===== src/rtl/hopc_pkg.sv =====
package hopc_pkg;

    // Widths of the item fields
    localparam int CODE_BITS   = 63;
    localparam int LEN_W       = 6;
    localparam int CHK_MAX     = 6;
    localparam int IN_TDATA_W  = 72;
    localparam int OUT_TDATA_W = 80;

    // Mode register codes
    localparam logic MODE_ENCODE = 1'b0;
    localparam logic MODE_DECODE = 1'b1;

    // One result item
    typedef struct packed {
        logic [LEN_W-1:0]     syndrome;
        logic [CODE_BITS-1:0] bits;
        logic [LEN_W-1:0]     len;
    } result_t;

    // True for positions 1, 2, 4, 8, ...
    function automatic logic is_pow2(input int p);
        return (p != 0) && ((p & (p - 1)) == 0);
    endfunction

    // Bit j set when j < len (positions inside the word)
    function automatic logic [CODE_BITS-1:0] len_mask(input logic [LEN_W-1:0] len);
        logic [CODE_BITS-1:0] m;
        m = '0;
        for (int j = 0; j < CODE_BITS; j++)
        begin
            m[j] = (LEN_W'(j) < len);
        end
        return m;
    endfunction

    // Positions whose number has bit i set
    function automatic logic [CODE_BITS-1:0] grp_mask(input int i);
        logic [CODE_BITS-1:0] m;
        m = '0;
        for (int p = 1; p <= CODE_BITS; p++)
        begin
            m[p-1] = ((p >> i) & 1) != 0;
        end
        return m;
    endfunction

    // Data bits in order onto the non-power-of-two positions
    function automatic logic [CODE_BITS-1:0] spread(input logic [CODE_BITS-1:0] data);
        logic [CODE_BITS-1:0] code;
        int d;
        code = '0;
        d = 0;
        for (int p = 1; p <= CODE_BITS; p++)
        begin
            if (!is_pow2(p))
            begin
                code[p-1] = data[d];
                d++;
            end
        end
        return code;
    endfunction

    // Non-power-of-two positions back to packed data bits
    function automatic logic [CODE_BITS-1:0] gather(input logic [CODE_BITS-1:0] code);
        logic [CODE_BITS-1:0] data;
        int d;
        data = '0;
        d = 0;
        for (int p = 3; p <= CODE_BITS; p++)
        begin
            if (!is_pow2(p))
            begin
                data[d] = code[p-1];
                d++;
            end
        end
        return data;
    endfunction

endpackage


===== src/rtl/hopc_encoder.sv =====
module hopc_encoder
    import hopc_pkg::*;
(
    input  logic [LEN_W-1:0]     n,
    input  logic [CODE_BITS-1:0] data,
    output result_t              res
);

    logic [2:0]           k;
    logic [LEN_W:0]       total;
    logic [CODE_BITS-1:0] sp;
    logic [CODE_BITS-1:0] code;

    // Fewest check bits covering n data bits
    always_comb
    begin
        if (n == '0)
            k = 3'd0;
        else if (n <= LEN_W'(1))
            k = 3'd2;
        else if (n <= LEN_W'(4))
            k = 3'd3;
        else if (n <= LEN_W'(11))
            k = 3'd4;
        else if (n <= LEN_W'(26))
            k = 3'd5;
        else if (n <= LEN_W'(57))
            k = 3'd6;
        else
            k = 3'd7;
    end

    assign total = {1'b0, n} + (LEN_W+1)'(k);
    assign sp    = spread(data & len_mask(n));

    // Odd-parity check bits for the groups in use
    always_comb
    begin
        code = sp;
        for (int i = 0; i < CHK_MAX; i++)
        begin
            if (3'(i) < k)
                code[(1 << i) - 1] = ~^(sp & grp_mask(i));
        end
    end

    // Words longer than the maximum give an all-zero item
    always_comb
    begin
        res.syndrome = '0;
        if (total > (LEN_W+1)'(CODE_BITS))
        begin
            res.len  = '0;
            res.bits = '0;
        end
        else
        begin
            res.len  = total[LEN_W-1:0];
            res.bits = code;
        end
    end

endmodule


===== src/rtl/hopc_decoder.sv =====
module hopc_decoder
    import hopc_pkg::*;
(
    input  logic [LEN_W-1:0]     len,
    input  logic [CODE_BITS-1:0] code,
    output result_t              res
);

    logic [CODE_BITS-1:0] w;
    logic [CODE_BITS-1:0] flip;
    logic [LEN_W-1:0]     syn;
    logic [2:0]           nchk;

    assign w = code & len_mask(len);

    // A group inside the word fails when its full parity is even
    always_comb
    begin
        for (int i = 0; i < CHK_MAX; i++)
        begin
            syn[i] = (LEN_W'(1 << i) <= len) && !(^(w & grp_mask(i)));
        end
    end

    // Correct one bit when the syndrome points inside the word
    assign flip = ((syn != '0) && (syn <= len)) ?
                  (CODE_BITS'(1) << (syn - LEN_W'(1))) : '0;

    // Check positions at or below len
    always_comb
    begin
        if (len >= LEN_W'(32))
            nchk = 3'd6;
        else if (len >= LEN_W'(16))
            nchk = 3'd5;
        else if (len >= LEN_W'(8))
            nchk = 3'd4;
        else if (len >= LEN_W'(4))
            nchk = 3'd3;
        else if (len >= LEN_W'(2))
            nchk = 3'd2;
        else if (len >= LEN_W'(1))
            nchk = 3'd1;
        else
            nchk = 3'd0;
    end

    assign res.len      = len - LEN_W'(nchk);
    assign res.bits     = gather(w ^ flip);
    assign res.syndrome = syn;

endmodule


===== src/rtl/hamming_odd_parity_codec.sv =====
// Hamming single-error-correcting codec with odd parity over words of up to
// 63 bits. With codec_mode 0 an item's data (up to 57 bits) comes back as a
// codeword; with codec_mode 1 a codeword is checked, one bit corrected and the
// data returned with the syndrome. One item is accepted every clock cycle while
// results are taken; each result passes through the input register and the
// result register around the parity trees before it is valid on the output.
// A result held back by m_axis_tready stalls the input only once both registers
// are full. Write codec_mode only while no items are in flight.
module hamming_odd_parity_codec
    import hopc_pkg::*;
(
    input  logic                   clk,
    input  logic                   rst_n,
    input  logic                   cfg_we,
    input  logic                   cfg_wdata,
    input  logic                   s_axis_tvalid,
    output logic                   s_axis_tready,
    input  logic [IN_TDATA_W-1:0]  s_axis_tdata,  // in_length[5:0], in_bits[68:6]
    output logic                   m_axis_tvalid,
    input  logic                   m_axis_tready,
    output logic [OUT_TDATA_W-1:0] m_axis_tdata   // out_length[5:0], out_bits[68:6],
                                                  // syndrome[74:69]
);

    logic                 codec_mode_reg;
    logic                 s1_valid_reg;
    logic [LEN_W-1:0]     s1_len_reg;
    logic [CODE_BITS-1:0] s1_bits_reg;
    logic                 out_valid_reg;
    result_t              out_reg;
    result_t              res_next;
    result_t              enc_res;
    result_t              dec_res;
    logic                 adv;
    logic                 s_accept;

    // Mode register
    always_ff @(posedge clk or negedge rst_n)
    begin
        if (!rst_n)
            codec_mode_reg <= MODE_ENCODE;
        else if (cfg_we)
            codec_mode_reg <= cfg_wdata;
    end

    // Pipeline moves whenever the result slot is free or being taken
    assign adv           = !out_valid_reg || m_axis_tready;
    assign s_axis_tready = !s1_valid_reg || adv;
    assign s_accept      = s_axis_tvalid && s_axis_tready;

    always_ff @(posedge clk or negedge rst_n)
    begin
        if (!rst_n)
        begin
            s1_valid_reg  <= 1'b0;
            out_valid_reg <= 1'b0;
        end
        else
        begin
            if (s_axis_tready)
                s1_valid_reg <= s_axis_tvalid;
            if (adv)
                out_valid_reg <= s1_valid_reg;
        end
    end

    // Input register
    always_ff @(posedge clk)
    begin
        if (s_accept)
        begin
            s1_len_reg  <= s_axis_tdata[LEN_W-1:0];
            s1_bits_reg <= s_axis_tdata[LEN_W+CODE_BITS-1:LEN_W];
        end
    end

    hopc_encoder u_enc (
        .n    (s1_len_reg),
        .data (s1_bits_reg),
        .res  (enc_res)
    );

    hopc_decoder u_dec (
        .len  (s1_len_reg),
        .code (s1_bits_reg),
        .res  (dec_res)
    );

    assign res_next = (codec_mode_reg == MODE_DECODE) ? dec_res : enc_res;

    // Result register
    always_ff @(posedge clk)
    begin
        if (adv && s1_valid_reg)
            out_reg <= res_next;
    end

    assign m_axis_tvalid = out_valid_reg;
    assign m_axis_tdata  = {(OUT_TDATA_W-2*LEN_W-CODE_BITS)'(0),
                            out_reg.syndrome, out_reg.bits, out_reg.len};

    // Encoded items never carry a syndrome
    a_enc_no_syn: assert property (@(posedge clk) disable iff (!rst_n)
        (adv && s1_valid_reg && codec_mode_reg == MODE_ENCODE) |=> (out_reg.syndrome == '0))
        else $error("encode result with nonzero syndrome");

    // Bits beyond the reported length are zero
    a_bits_in_len: assert property (@(posedge clk) disable iff (!rst_n)
        m_axis_tvalid |-> ((out_reg.bits & ~len_mask(out_reg.len)) == '0))
        else $error("result bits beyond out_length");

    // A stalled item in the input register is not dropped
    a_s1_hold: assert property (@(posedge clk) disable iff (!rst_n)
        (s1_valid_reg && !adv) |=>
            (s1_valid_reg && $stable(s1_len_reg) && $stable(s1_bits_reg)))
        else $error("input register lost a stalled item");

    // An item moving forward fills the result slot
    a_advance: assert property (@(posedge clk) disable iff (!rst_n)
        (adv && s1_valid_reg) |=> out_valid_reg)
        else $error("item lost between stages");

endmodule


===== config.mk =====
export PLATFORM = sky130hd
export DESIGN_NAME = hamming_odd_parity_codec
export DESIGN_NICKNAME = d
export VERILOG_FILES = /design/src/rtl/hopc_pkg.sv /design/src/rtl/hopc_encoder.sv /design/src/rtl/hopc_decoder.sv /design/src/rtl/hamming_odd_parity_codec.sv
export SDC_FILE = /design/constraint.sdc
export NUM_CORES = 1
export LEC_CHECK = 0
export BUFFER_PORTS_ARGS = -buffer_cell sky130_fd_sc_hd__clkbuf_2
export CAP_MARGIN = 10
export CORE_ASPECT_RATIO = 0.5
export CORE_MARGIN = 2
export CORE_UTILIZATION = 30
export CTS_CLUSTER_DIAMETER = 120
export CTS_CLUSTER_SIZE = 30
export DETAILED_ROUTE_END_ITERATION = 8
export GPL_ROUTABILITY_DRIVEN = 0
export PLACE_DENSITY = 0.53
export SYNTH_ARGS = -nofsm -noshare
export SYNTH_HDL_FRONTEND = slang
export SYNTH_SLANG_ARGS = --single-unit

===== constraint.sdc =====
create_clock -name clk -period 12.7 [get_ports clk]
set_clock_uncertainty 0.05 [all_clocks]
set_input_delay 0.635 -clock clk [delete_from_list [all_inputs] [get_ports clk]]
set_output_delay 0.635 -clock clk [all_outputs]
set_load 0.05 [all_outputs]

==> results.toml <==
[run_status]
status = "finished clean"

[logic_synthesis]
synth.area.top_cells = "edfxtp_1 (40%), xnor2_1 (11%), xor2_1 (4.1%)"
synth_cells = 1034
yosysMostFrequentCell = "edfxtp_1"
seq_area_frac_synth_pct = 40.6
ys_types = 95
synth_top_flop_cell = "edfxtp_1"
ys_async_sr_fraction_pct = 2.04
synth_seq_cells = 147
avgSynthCellArea_um2 = 10.5
ys_top_cells_by_count = "edfxtp_1 (144), xnor2_1 (140), nand2_1 (73), o21ai_0 (52), xor2_1 (51)"
synth_area_leader_cell = "edfxtp_1"
ys_warn_count = 0
synth_edf_count = 144
synth_top_area_share_pct = 39.9
syn_area_mm2 = 0.0108

[layout]
final_area_mm2 = 0.0124
drive_gt1_share_pct = 21.8
largest_reg_flops = 75
syn2layout_area_growth_pct = 14.6
fillers = 3625
fin_nets = 1226
seq_area_mm2 = 0.00440
n_antenna_cell = 0
final_cell_count_no_fill = 1630
multi_input_area_mm2 = 0.00594

[drt]
wl_met1_um = 17000
ant_nets = 0
met2WireLength_um = 16300
vias = 9079
dr.pass1.iters = 6
dr_wl_met3_um = 4660
drc = 0
via_per_inst = 5.57
first_iter_violations = 1210
finalWirelength_um = 38900
wire_per_inst_um = 23.9
highest_layer = "met5"

[grt]
grt_util_all_layers_pct = 20.4
grt-ovfl-total = 0
grt_pass1_vias = 8605
grt_pass1_wl_um = 57000
grt_antenna_before_repair = 1
grt_start_max_net_pins = 76

[floorplan]
io_pins = 160
floorplan.initialDensity_pct = 30.3
die_h_um = 138
die_area_mm2 = 0.0377
rows = 49
core_mm2 = 0.0357
die_w_um = 273

[pwr]
max-vdd-ir-drop_uv = 121
pwr-share-seq_pct = 26.8
swShare_pct = 45.9
p_leak_nw = 4.54
combPwrFrac_pct = 53.1
power_switching_mw = 1.09
p_int_mw = 1.28
clkPwrFrac_pct = 20.1
powerDensity_mw_per_mm2 = 191
total_power_mw = 2.37

[worst_setup_path]
critical_path_class = "register to register"
end_kind = "register"
ff2ff_path_depth = 18
crit_chain = "buf_4 > inv_1 > o21ai_0 > nand2_1 > xnor3_1 > xor2_1 > xnor3_2 > and4_1 > nor2_1 > inv_1 > ha_1 > nand4_1 > o22ai_1 > a21oi_1 > a21oi_1 > nand4_1 > xor2_1 > a22o_1"
cp_top_family = "compound AO/OA/AOI/OAI gates"
r2r-start = "s1_len_reg[4]$_DFFE_PP_"
cp_data_arrival_time_ps = 8000
critPathMaxFanout = 46
critPathBufInv = 3
setup.worst_path.start = "s1_len_reg[4]$_DFFE_PP_"
cp_num_cells = 18
crit_required_ps = 12810
max_stage_delay_ps = 1030
critPathLaunchType = "register"
r2r_setup_slack_ps = 4810
worst_path_max_delay_cell = "a21oi_1"
r2r-end = "m_axis_tdata[13]$_DFFE_PP_"

[placement]
dp.cells = 1598
placed_area_mm2 = 0.0119
hpwl_um = 29100
port_buffers = 151
post-place-ws_ps = 5180

[clock_tree]
clk_pin_slew_ps = 60
cts_tree = "built"
clock_latency_ps = 430
postCtsSetupRepairBufs = 0
post_cts_resized = 0
htreeDepth = 4
clock_sinks = 147
cts_inserted_buffers = 17
cts_hold_buffers = 1
cts_buffer_depth = 2
root_buffer = "clkbuf_16"

[timing]
fin_ws_ps = 4810
rsz0062_at_grt = "false"
hold_viol_final = 0
finalMaxSlewViolations = 0
max_freq_mhz = 127
slew_headroom_pct = 14.0
finalCriticalPeriod_ps = 7890
worstMarginPinSlew_ps = 1290
setup_tns_ps = 0
setup_viol = 0
period_share_pct = 62.1

[min_path]
holdCritPathClass = "primary input to register"
worstHoldStart = "s_axis_tdata[13]"
min_path_cells = 1
holdPathEnd = "s1_bits_reg[7]$_DFFE_PP_"

[job]
cap_violations = 0
## routing by layer
layer,GRT usage (%),vias up
met2,28.8,514
met5,0,-
met4,6.07,2
li1,-,4007
met1,28.9,4494
met3,7.45,62
## how the worst max path moves through the flow
stage,to,slack (ps)
final,m_axis_tdata[13]$_DFFE_PP_,4810
after global placement,m_axis_tdata[13]$_DFFE_PP_,5290
after detailed placement,m_axis_tdata[13]$_DFFE_PP_,5180
after CTS,m_axis_tdata[13]$_DFFE_PP_,5180
after floorplan,m_axis_tdata[51]$_DFFE_PP_,7030
after global routing,m_axis_tdata[13]$_DFFE_PP_,4630
## cells by family (layout without fill, tap and decap cells)
kind of cell    count (synthesis)  in the layout  share of synthesized area, %
mux                            11             11                          1.20
fa+ha+maj                      17             17                          2.03
other cells                     1              5                        0.0346
flops                         147            147                          40.6
xor+xnor                      219            219                          20.7
buf+inv                       103            211                          4.83
simple gates                  276            276                          13.8
compound gates                260            260                          16.8
## power by group through the flow
stage               Sequential, mW  Combinational, mW  Clock, mW
floorplan                    0.756              0.822          0
global placement             0.644               1.20          0
detailed placement           0.645               1.22          0
CTS                          0.635               1.22      0.486
global route                 0.639               1.32      0.510
finish                       0.634               1.26      0.476
## stage by stage
| step | utilization (%) | hold slack [ps] |
|---|---|---|
| global placement | 33.2 | 383 |
| floorplan | - | 289 |
| global route | 34.7 | 309 |
| detailed placement | 33.2 | 385 |
| CTS | 34.7 | 311 |
| finish | 34.7 | 326 |
## placed cells by master (no fill, tap or decap), types with 32 or more instances in the layout
cell type	synthesis	layout
nor2_1	46	46
clkbuf_2	2	151
o21ai_0	52	52
nand3_1	39	39
xor2_1	51	51
a21oi_1	35	35
edfxtp_1	144	144
xnor2_1	140	140
nand4_1	32	32
nand2_1	73	73
## cell type report
class | instances | area share (%)
Multi-Input combinational cell | 788 | 47.8
Timing Repair Buffer | 166 | 7.01
Clock inverter | 12 | 0.937
Tap cell | 484 | 4.88
Clock buffer | 19 | 3.49
Sequential cell | 147 | 35.4
Inverter | 14 | 0.423
No activity file was read; power rests on OpenSTA's default activity.
